## src/rco_pkg.sv

```systemverilog
// Shared types and fixed port widths for the rod cutting optimizer.
`default_nettype none

package rco_pkg;

    // Widths of the payload fields at the block boundary.
    localparam int IN_PRICE_W = 16;
    localparam int OUT_REV_W  = 22;
    localparam int OUT_LEN_W  = 7;

    // Control that travels with one candidate from the sequencer to the accumulator.
    typedef struct packed {
        logic vld;       // read data for one candidate arrives this cycle
        logic first;     // candidate with a first piece of length one
        logic base_row;  // first piece is the whole rod, remainder revenue is zero
    } t_acc_ctl;

endpackage

`default_nettype wire

```

## src/rco_ram.sv

```systemverilog
// Simple dual port synchronous memory with a registered read.
`default_nettype none

module rco_ram #(
    parameter int W  = 8,
    parameter int D  = 64,
    parameter int AW = 6
) (
    input  wire logic          i_clk,
    input  wire logic          i_we,
    input  wire logic [AW-1:0] i_waddr,
    input  wire logic [W-1:0]  i_wdata,
    input  wire logic [AW-1:0] i_raddr,
    output logic      [W-1:0]  o_rdata
);

    logic [W-1:0] r_mem [D];
    logic [W-1:0] r_rdata;

    always_ff @(posedge i_clk) begin
        if (i_we) begin
            r_mem[i_waddr] <= i_wdata;
        end
        r_rdata <= r_mem[i_raddr];
    end

    assign o_rdata = r_rdata;

endmodule

`default_nettype wire

```

## src/rco_acc.sv

```systemverilog
// Add-compare unit that keeps the running best revenue and first cut of one row.
`default_nettype none

module rco_acc #(
    parameter int PRICE_BITS = 16,
    parameter int REV_W      = 22,
    parameter int LEN_W      = 7
) (
    input  wire logic              i_clk,
    input  wire rco_pkg::t_acc_ctl i_ctl,
    input  wire logic [LEN_W-1:0]  i_j,
    input  wire logic [PRICE_BITS-1:0] i_price,
    input  wire logic [REV_W-1:0]  i_rev,
    output logic      [REV_W-1:0]  o_best,
    output logic      [LEN_W-1:0]  o_cut
);

    logic [REV_W-1:0] r_best;
    logic [LEN_W-1:0] r_cut;
    logic [REV_W-1:0] n_best;
    logic [LEN_W-1:0] n_cut;
    logic [REV_W-1:0] cand;
    logic             take;

    // The comparison is strict so that a tie keeps the shorter first piece.
    always_comb begin
        cand   = REV_W'(i_price) + (i_ctl.base_row ? REV_W'(0) : i_rev);
        take   = i_ctl.first || (cand > r_best);
        n_best = take ? cand : r_best;
        n_cut  = take ? i_j : r_cut;
    end

    always_ff @(posedge i_clk) begin
        if (i_ctl.vld) begin
            r_best <= n_best;
            r_cut  <= n_cut;
        end
    end

    assign o_best = n_best;
    assign o_cut  = n_cut;

endmodule

`default_nettype wire

```

## src/rod_cutting_optimizer_unit.sv

```systemverilog
// Top level of the rod cutting optimizer: sequencer, memories and output stage.
`default_nettype none

// The block reads a price list one beat at a time, price of length 1 first, and
// the beat that carries i_last_price closes the list; its position is the rod
// length n (prices past MAX_LEN are dropped and n stays at MAX_LEN). While it
// loads, the block takes every price beat offered. After the closing beat the
// input stalls while the block fills the best-revenue and first-cut tables
// bottom up. Row i issues its i candidates for add-compare, one candidate per
// cycle through the single read port of each memory, then writes the row back.
// The write-back step also keeps the next row's first read from overtaking the
// entry just written. The block then walks the first-cut table from the full
// rod downward and presents one output beat per piece; for each piece it reads
// the table, forms the beat and holds it while the output is stalled. Each beat
// carries the total revenue, the piece length and a flag on the final piece.
// Once the final piece is taken the block accepts the next rod's prices. On a
// tie the shorter first piece wins. Memory contents need no clearing after reset.

module rod_cutting_optimizer_unit #(
    parameter int MAX_LEN    = 64,
    parameter int PRICE_BITS = 16
) (
    input  wire logic                            i_clk,
    input  wire logic                            i_rst_n,
    // Price beats.
    input  wire logic                            i_valid,
    output logic                                 o_stall,
    input  wire logic [rco_pkg::IN_PRICE_W-1:0]  i_price_value,
    input  wire logic                            i_last_price,
    // Piece beats.
    output logic                                 o_valid,
    input  wire logic                            i_stall,
    output logic      [rco_pkg::OUT_REV_W-1:0]   o_total_revenue,
    output logic      [rco_pkg::OUT_LEN_W-1:0]   o_piece_length,
    output logic                                 o_last_piece
);

    localparam int IN_W   = rco_pkg::IN_PRICE_W;
    localparam int OREV_W = rco_pkg::OUT_REV_W;
    localparam int OLEN_W = rco_pkg::OUT_LEN_W;
    // Lengths run 0..MAX_LEN, memory addresses 0..MAX_LEN-1.
    localparam int LEN_W  = $clog2(MAX_LEN + 1);
    localparam int IDX_W  = (MAX_LEN > 1) ? $clog2(MAX_LEN) : 1;
    // The revenue of a rod is at most MAX_LEN times the largest price.
    localparam int REV_W  = PRICE_BITS + $clog2(MAX_LEN);
    localparam int ENT_W  = LEN_W + REV_W;

    typedef enum logic [2:0] {
        S_LOAD,   // take price beats
        S_ISSUE,  // read one candidate of the current row per cycle
        S_DRAIN,  // last candidate arrives, row written back
        S_WREQ,   // read the first cut of the remaining rod
        S_WCHK,   // form one piece beat
        S_OUT     // hold the piece beat until it is taken
    } t_state;

    t_state               r_state;
    logic [LEN_W-1:0]     r_cnt;    // loaded prices, then the rod length
    logic [LEN_W-1:0]     r_i;      // row being filled
    logic [LEN_W-1:0]     r_j;      // candidate first piece being issued
    logic [LEN_W-1:0]     r_jd;     // first piece of the candidate in the data stage
    rco_pkg::t_acc_ctl    r_ctl;
    logic [LEN_W-1:0]     r_rem;    // length of rod not yet cut during the walk
    logic [REV_W-1:0]     r_total;
    logic                 r_out_valid;
    logic [OREV_W-1:0]    r_out_rev;
    logic [OLEN_W-1:0]    r_out_len;
    logic                 r_out_last;

    logic                     in_acc;
    logic                     out_acc;
    logic                     cnt_room;
    logic [LEN_W-1:0]         n_cnt;
    logic [IN_W+PRICE_BITS-1:0] price_ext;
    logic [PRICE_BITS-1:0]    price_rd;
    logic [IDX_W-1:0]         price_ra;
    logic [LEN_W-1:0]         j_m1;
    logic [LEN_W-1:0]         rev_ra_full;
    logic [IDX_W-1:0]         rev_ra;
    logic [LEN_W-1:0]         i_m1;
    logic                     tab_we;
    logic [ENT_W-1:0]         tab_wdata;
    logic [ENT_W-1:0]         tab_rd;
    logic [REV_W-1:0]         acc_best;
    logic [LEN_W-1:0]         acc_cut;
    logic [LEN_W-1:0]         rd_cut;
    logic [LEN_W-1:0]         piece;
    logic [LEN_W-1:0]         rem_next;
    logic [OREV_W+REV_W-1:0]  rev_ext;
    logic [OLEN_W+LEN_W-1:0]  len_ext;

    assign in_acc  = i_valid && !o_stall;
    assign out_acc = r_out_valid && !i_stall;

    // Price beats past MAX_LEN are dropped, the count saturates.
    assign cnt_room  = r_cnt < LEN_W'(MAX_LEN);
    assign n_cnt     = cnt_room ? (r_cnt + LEN_W'(1)) : r_cnt;
    assign price_ext = {PRICE_BITS'(0), i_price_value};

    // Candidate j of row i uses price[j-1] and the revenue of a rod of length i-j.
    assign j_m1        = r_j - LEN_W'(1);
    assign price_ra    = j_m1[IDX_W-1:0];
    assign rev_ra_full = (r_state == S_ISSUE) ? (r_i - r_j - LEN_W'(1))
                                              : (r_rem - LEN_W'(1));
    assign rev_ra      = rev_ra_full[IDX_W-1:0];
    assign i_m1        = r_i - LEN_W'(1);

    rco_ram #(
        .W  (PRICE_BITS),
        .D  (MAX_LEN),
        .AW (IDX_W)
    ) u_price_ram (
        .i_clk   (i_clk),
        .i_we    (in_acc && cnt_room),
        .i_waddr (r_cnt[IDX_W-1:0]),
        .i_wdata (price_ext[PRICE_BITS-1:0]),
        .i_raddr (price_ra),
        .o_rdata (price_rd)
    );

    // Each table entry holds the first cut above the best revenue.
    assign tab_we    = (r_state == S_DRAIN);
    assign tab_wdata = {acc_cut, acc_best};

    rco_ram #(
        .W  (ENT_W),
        .D  (MAX_LEN),
        .AW (IDX_W)
    ) u_table_ram (
        .i_clk   (i_clk),
        .i_we    (tab_we),
        .i_waddr (i_m1[IDX_W-1:0]),
        .i_wdata (tab_wdata),
        .i_raddr (rev_ra),
        .o_rdata (tab_rd)
    );

    rco_acc #(
        .PRICE_BITS (PRICE_BITS),
        .REV_W      (REV_W),
        .LEN_W      (LEN_W)
    ) u_acc (
        .i_clk   (i_clk),
        .i_ctl   (r_ctl),
        .i_j     (r_jd),
        .i_price (price_rd),
        .i_rev   (tab_rd[REV_W-1:0]),
        .o_best  (acc_best),
        .o_cut   (acc_cut)
    );

    // Walk back: a stored cut of zero or longer than the rest takes the whole rest.
    assign rd_cut   = tab_rd[ENT_W-1:REV_W];
    assign piece    = ((rd_cut == LEN_W'(0)) || (rd_cut > r_rem)) ? r_rem : rd_cut;
    assign rem_next = r_rem - piece;
    assign rev_ext  = {OREV_W'(0), r_total};
    assign len_ext  = {OLEN_W'(0), piece};

    always_ff @(posedge i_clk) begin
        if (!i_rst_n) begin
            r_state     <= S_LOAD;
            r_cnt       <= '0;
            r_ctl       <= '0;
            r_out_valid <= 1'b0;
        end else begin
            // Read data of a candidate arrives in the cycle after its issue.
            r_ctl.vld <= (r_state == S_ISSUE);
            unique case (r_state)
                S_LOAD: begin
                    if (in_acc) begin
                        r_cnt <= n_cnt;
                        if (i_last_price) begin
                            r_i     <= LEN_W'(1);
                            r_j     <= LEN_W'(1);
                            r_state <= S_ISSUE;
                        end
                    end
                end
                S_ISSUE: begin
                    r_ctl.first    <= (r_j == LEN_W'(1));
                    r_ctl.base_row <= (r_j == r_i);
                    r_jd           <= r_j;
                    r_j            <= r_j + LEN_W'(1);
                    if (r_j == r_i) begin
                        r_state <= S_DRAIN;
                    end
                end
                S_DRAIN: begin
                    if (r_i == r_cnt) begin
                        r_total <= acc_best;
                        r_rem   <= r_cnt;
                        r_state <= S_WREQ;
                    end else begin
                        r_i     <= r_i + LEN_W'(1);
                        r_j     <= LEN_W'(1);
                        r_state <= S_ISSUE;
                    end
                end
                S_WREQ: begin
                    r_state <= S_WCHK;
                end
                S_WCHK: begin
                    r_out_valid <= 1'b1;
                    r_out_rev   <= rev_ext[OREV_W-1:0];
                    r_out_len   <= len_ext[OLEN_W-1:0];
                    r_out_last  <= (rem_next == LEN_W'(0));
                    r_rem       <= rem_next;
                    r_state     <= S_OUT;
                end
                S_OUT: begin
                    if (!i_stall) begin
                        r_out_valid <= 1'b0;
                        if (r_out_last) begin
                            r_cnt   <= '0;
                            r_state <= S_LOAD;
                        end else begin
                            r_state <= S_WREQ;
                        end
                    end
                end
                default: begin
                    r_state <= S_LOAD;
                end
            endcase
        end
    end

    assign o_stall         = (r_state != S_LOAD);
    assign o_valid         = r_out_valid;
    assign o_total_revenue = r_out_rev;
    assign o_piece_length  = r_out_len;
    assign o_last_piece    = r_out_last;

    // The loaded count never passes the table depth.
    a_cnt_bound: assert property (@(posedge i_clk) disable iff (!i_rst_n)
        r_cnt <= LEN_W'(MAX_LEN))
        else $error("loaded count exceeds table depth");

    // A row is only written back when its last candidate is in the data stage.
    a_drain_data: assert property (@(posedge i_clk) disable iff (!i_rst_n)
        (r_state == S_DRAIN) |-> (r_ctl.vld && r_ctl.base_row && (r_jd == r_i)))
        else $error("row written back without its final candidate");

    // Every piece beat carries a length between one and the rod length.
    a_piece_range: assert property (@(posedge i_clk) disable iff (!i_rst_n)
        o_valid |-> ((o_piece_length != OLEN_W'(0))
                     && (o_piece_length <= OLEN_W'(r_cnt))))
        else $error("piece length out of range");

    // Taking the final piece reopens the input for a fresh rod.
    a_rod_done: assert property (@(posedge i_clk) disable iff (!i_rst_n)
        (out_acc && o_last_piece) |=> (!o_stall && (r_cnt == LEN_W'(0))))
        else $error("block did not return to loading after the final piece");

endmodule

`default_nettype wire

```

## config.mk

```make
export PLATFORM = sky130hd
export DESIGN_NAME = rod_cutting_optimizer_unit
export DESIGN_NICKNAME = d
export VERILOG_FILES = /design/src/rco_pkg.sv /design/src/rco_ram.sv /design/src/rco_acc.sv /design/src/rod_cutting_optimizer_unit.sv
export SDC_FILE = /design/constraint.sdc
export NUM_CORES = 2
export LEC_CHECK = 0
export ABC_AREA = 1
export BUFFER_PORTS_ARGS = -buffer_cell sky130_fd_sc_hd__clkbuf_2
export CORE_MARGIN = 10
export CORE_UTILIZATION = 59
export CTS_BUF_LIST = sky130_fd_sc_hd__clkbuf_2 sky130_fd_sc_hd__clkbuf_4 sky130_fd_sc_hd__clkbuf_8
export CTS_CLUSTER_SIZE = 24
export DETAILED_ROUTE_END_ITERATION = 6
export PLACE_DENSITY = 0.84
export RECOVER_POWER = 25
export SLEW_MARGIN = 20
export SYNTH_ARGS = -nofsm -noshare
export SYNTH_HDL_FRONTEND = slang
export SYNTH_HIERARCHICAL = 1
export SYNTH_SLANG_ARGS = --single-unit
export TNS_END_PERCENT = 1
```

## constraint.sdc

```tcl
create_clock -name i_clk -period 4.7 [get_ports i_clk]
set_input_delay 0 -clock i_clk [delete_from_list [all_inputs] [get_ports i_clk]]
set_output_delay 0 -clock i_clk [all_outputs]
set_load 0.005 [all_outputs]
```

==> impl_metrics.json <==
{
  "fin_crit_sh_pct": 94.0,
  "grt_pass1_wl_um": 542000,
  "path_max_fanout": 48,
  "grt_start_max_net_pins": 216,
  "rsz0062_at_grt": "no",
  "die_area_sq_um": 232000,
  "yosysSeqAreaShare_pct": 72.4,
  "start_kind": "flip-flop",
  "final_core_utilization_pct": 66.3,
  "ys_types": 44,
  "nNetsFinal": 11200,
  "ant_nets": 0,
  "gp_congestion": 0.903,
  "leakagePower_nw": 51.6,
  "cts_max_level": 5,
  "placeableCoreArea_sq_um": 212000,
  "ys_warn_count": 6,
  "path_cells": "inv_1 > nor3_2 > inv_1 > o21ai_0 > o31ai_4 > inv_8 > buf_4 > nand3_1 > nand2_1 > nand2_1 > nand3_1 > nand3_1 > nand2_1",
  "endpoint_kind": "flip-flop",
  "synthXorXnorAreaFrac_pct": 0.216,
  "synth_adder_area_share_pct": 0.676,
  "antenna_found_initial": 18,
  "pwr-share-clk_pct": 33.8,
  "grt_use_total_pct": 31.0,
  "setup_viol": 0,
  "switching_power_mw": 18.5,
  "start_util_pct": 59.2,
  "cpMaxStageDelayCell": "buf_4",
  "cts_buffers": 468,
  "layout_common_cells": "nand2_1, edfxtp_1, nand3_1, clkbuf_8, buf_4",
  "synth_area_per_cell_sq_um": 11.6,
  "tightest_slew_ns": 3.64,
  "syn_nets": 10900,
  "cts_tree": "yes",
  "seq_power_share_pct": 49.6,
  "synth_compound_area_share_pct": 0.405,
  "swShare_pct": 27.9,
  "clk_pin_slew_ns": 0.06,
  "drt-total-wl_um": 370000,
  "clockBufferDepth": 4,
  "ir_drop_v": 0.000351,
  "cell_internal_pwr_mw": 47.9,
  "synth_top_family_by_area": "simple AND/OR/NAND/NOR gates",
  "via_per_inst": 6.36,
  "hp-class": "input pin to flip-flop",
  "place_area_sq_um": 131000,
  "violations": "DRC, capacitance limit, slew limit",
  "crit_buf_inv": 4,
  "drt-initial-drc-count": 16100,
  "clkSinkCount": 3048,
  "pwr-share-comb_pct": 16.6,
  "die_w_um": 481,
  "fillCellCount": 13700,
  "hpwl_um": 199000,
  "required_ns": 5.63,
  "area_growth_syn_to_layout_pct": 12.0,
  "ys_ff_latch": 3048,
  "post_cts_buffers": 0,
  "rows": 169,
  "cp_top_family": "buffers and inverters",
  "finalMaxSlewViolations": 1063,
  "power_density_nw_per_um2": 472,
  "num_io_pins": 53,
  "grt_pass1_vias": 88700,
  "status": "finished, violations left",
  "slew_headroom_pct": -143,
  "drc_errors": 36,
  "max-cap-violations": 19,
  "routedWlPerCell_um": 25.9,
  "clock-root-buffer": "clkbuf_8",
  "syn_inst": 10800,
  "final_common_cell": "nand2_1",
  "portBuffers": 52,
  "hold_violations": 0,
  "critPathKind": "flip-flop to flip-flop",
  "syn_area_sq_um": 126000,
  "power_mw": 66.4,
  "die_y_um": 481,
  "first_pass_iters": 7,
  "clock_latency_ns": 1.16,
  "cpPeakStageDelay_ns": 0.73,
  "r2r_setup_slack_ns": 0.28,
  "grt_overflow": 0,
  "vias": 90700,
  "drive_gt1_share_pct": 10.6,
  "synthSimpleGateAreaFrac_pct": 22.8,
  "fmax_mhz": 226,
  "muxShareOfSynthArea_pct": 0,
  "final.min_clock_period_ns": 4.42,
  "skew_ns": 0.133,
  "design_area_sq_um": 141000,
  "cp.arrival_ns": 5.34
}
[power groups by stage]
stage | registers [mW] | logic [mW] | clock network [mW]
CTS | 32.9 | 10.7 | 22.4
floorplan | 33.6 | 5.91 | 0
detailed placement | 33.5 | 10.6 | 0
finish | 32.9 | 11.0 | 22.4
global route | 32.9 | 11.8 | 23.7
global placement | 33.5 | 10.2 | 0
[per-layer routing]
| metal | GRT usage (%) | share of wire (%) | vias to the layer above |
|---|---|---|---|
| met3 | 10.0 | 16 | 1619 |
| li1 | - | - | 38400 |
| met5 | 0 | 0.066 | - |
| met1 | 39.2 | 33 | 42500 |
| met2 | 47.1 | 45 | 8147 |
| met4 | 18.2 | 6.6 | 16 |
[state kept, by name, indices dropped and copies added, names as in the netlist]
name / cells
r_i: 7
r_state: 3
u_acc/r_cut: 7
o_last_piece: 1
r_j: 7
r_cnt: 7
o_total_revenue: 22
u_price_ram/r_mem: 1024
u_price_ram/o_rdata: 16
u_table_ram/o_rdata: 29
o_valid: 1
r_total: 22
r_jd: 7
r_ctl: 3
u_table_ram/r_mem: 1856
o_piece_length: 7
u_acc/r_best: 22
r_rem: 7
[layout make-up]
type / instances / area (sq um) / area share [%]
Clock inverter: 224 / 1740 / 1.23
Timing Repair Buffer: 469 / 4970 / 3.53
Multi-Input combinational cell: 6905 / 30900 / 22.0
Tap cell: 2821 / 3530 / 2.51
Antenna cell: 8 / 20.0 / 0.0142
Clock buffer: 619 / 7670 / 5.46
Sequential cell: 3048 / 90900 / 64.7
Inverter: 181 / 748 / 0.532
[path summary, 6_finish.rpt]
path	end	start	cells after the start
worst max-delay path	u_table_ram/o_rdata[15]	r_state[0]	13
worst min-delay path	r_ctl[0]	i_rst_n	4
worst max register to register	u_table_ram/o_rdata[15]	r_state[0]	13
worst min register to register	o_total_revenue[19]	r_total[19]	0
[worst register-to-register path, stage by stage, from the launching register on]
cell,delay [ns]
dfxtp_1,0.40
inv_1,0.12
nor3_2,0.50
inv_1,0.48
o21ai_0,0.29
o31ai_4,0.27
inv_8,0.40
buf_4,0.73
nand3_1,0.20
nand2_1,0.10
nand2_1,0.08
nand3_1,0.11
nand3_1,0.17
nand2_1,0.36
[synth_stat cells (all sizes together)]
cell type / instances / share of area [%]
a21o: 1 / 0.0060
a21oi: 43 / 0.17
a31oi: 2 / 0.010
buf: 571 / 2.7
clkbuf: 80 / 0.24
dfxtp: 59 / 0.94
edfxtp: 2989 / 72
fa: 3 / 0.048
ha: 63 / 0.63
inv: 181 / 0.55
nand2: 3922 / 12
nand3: 2517 / 10
nand3b: 3 / 0.018
nand4: 32 / 0.16
nor2: 200 / 0.61
nor3: 17 / 0.080
nor3b: 4 / 0.028
nor4: 18 / 0.090
o211ai: 2 / 0.012
o21a: 1 / 0.0060
o21ai: 37 / 0.15
o21bai: 2 / 0.012
o22ai: 1 / 0.0050
o31ai: 3 / 0.029
or2: 3 / 0.015
xnor2: 5 / 0.035
xor2: 26 / 0.18
[cells by family after synthesis]
logic type      Yosys count
compound gates           92
xor+xnor                 31
fa+ha+maj                66
buf+inv                 832
flops                  3048
simple gates           6716
[stage by stage]
step	std cells	TNS [ns]	hold slack, ns	worst slack (ns)
CTS	14300	0	0.00544	0.404
global placement	13400	0	0.269	0.430
finish	14300	0	0.197	0.283
global route	14300	0	0.136	0.0414
floorplan	10800	-13.26	0.0989	-0.0571
detailed placement	13400	0	0.275	0.443
[what timing repair did]
action / in CTS / in global routing
gates resized for setup: 0 / 1
endpoints found under the setup margin: 0 / 21
hold buffers: 33 / 0
hold endpoints to repair: 1196 / 0
Power figures use the tool's default switching activity.
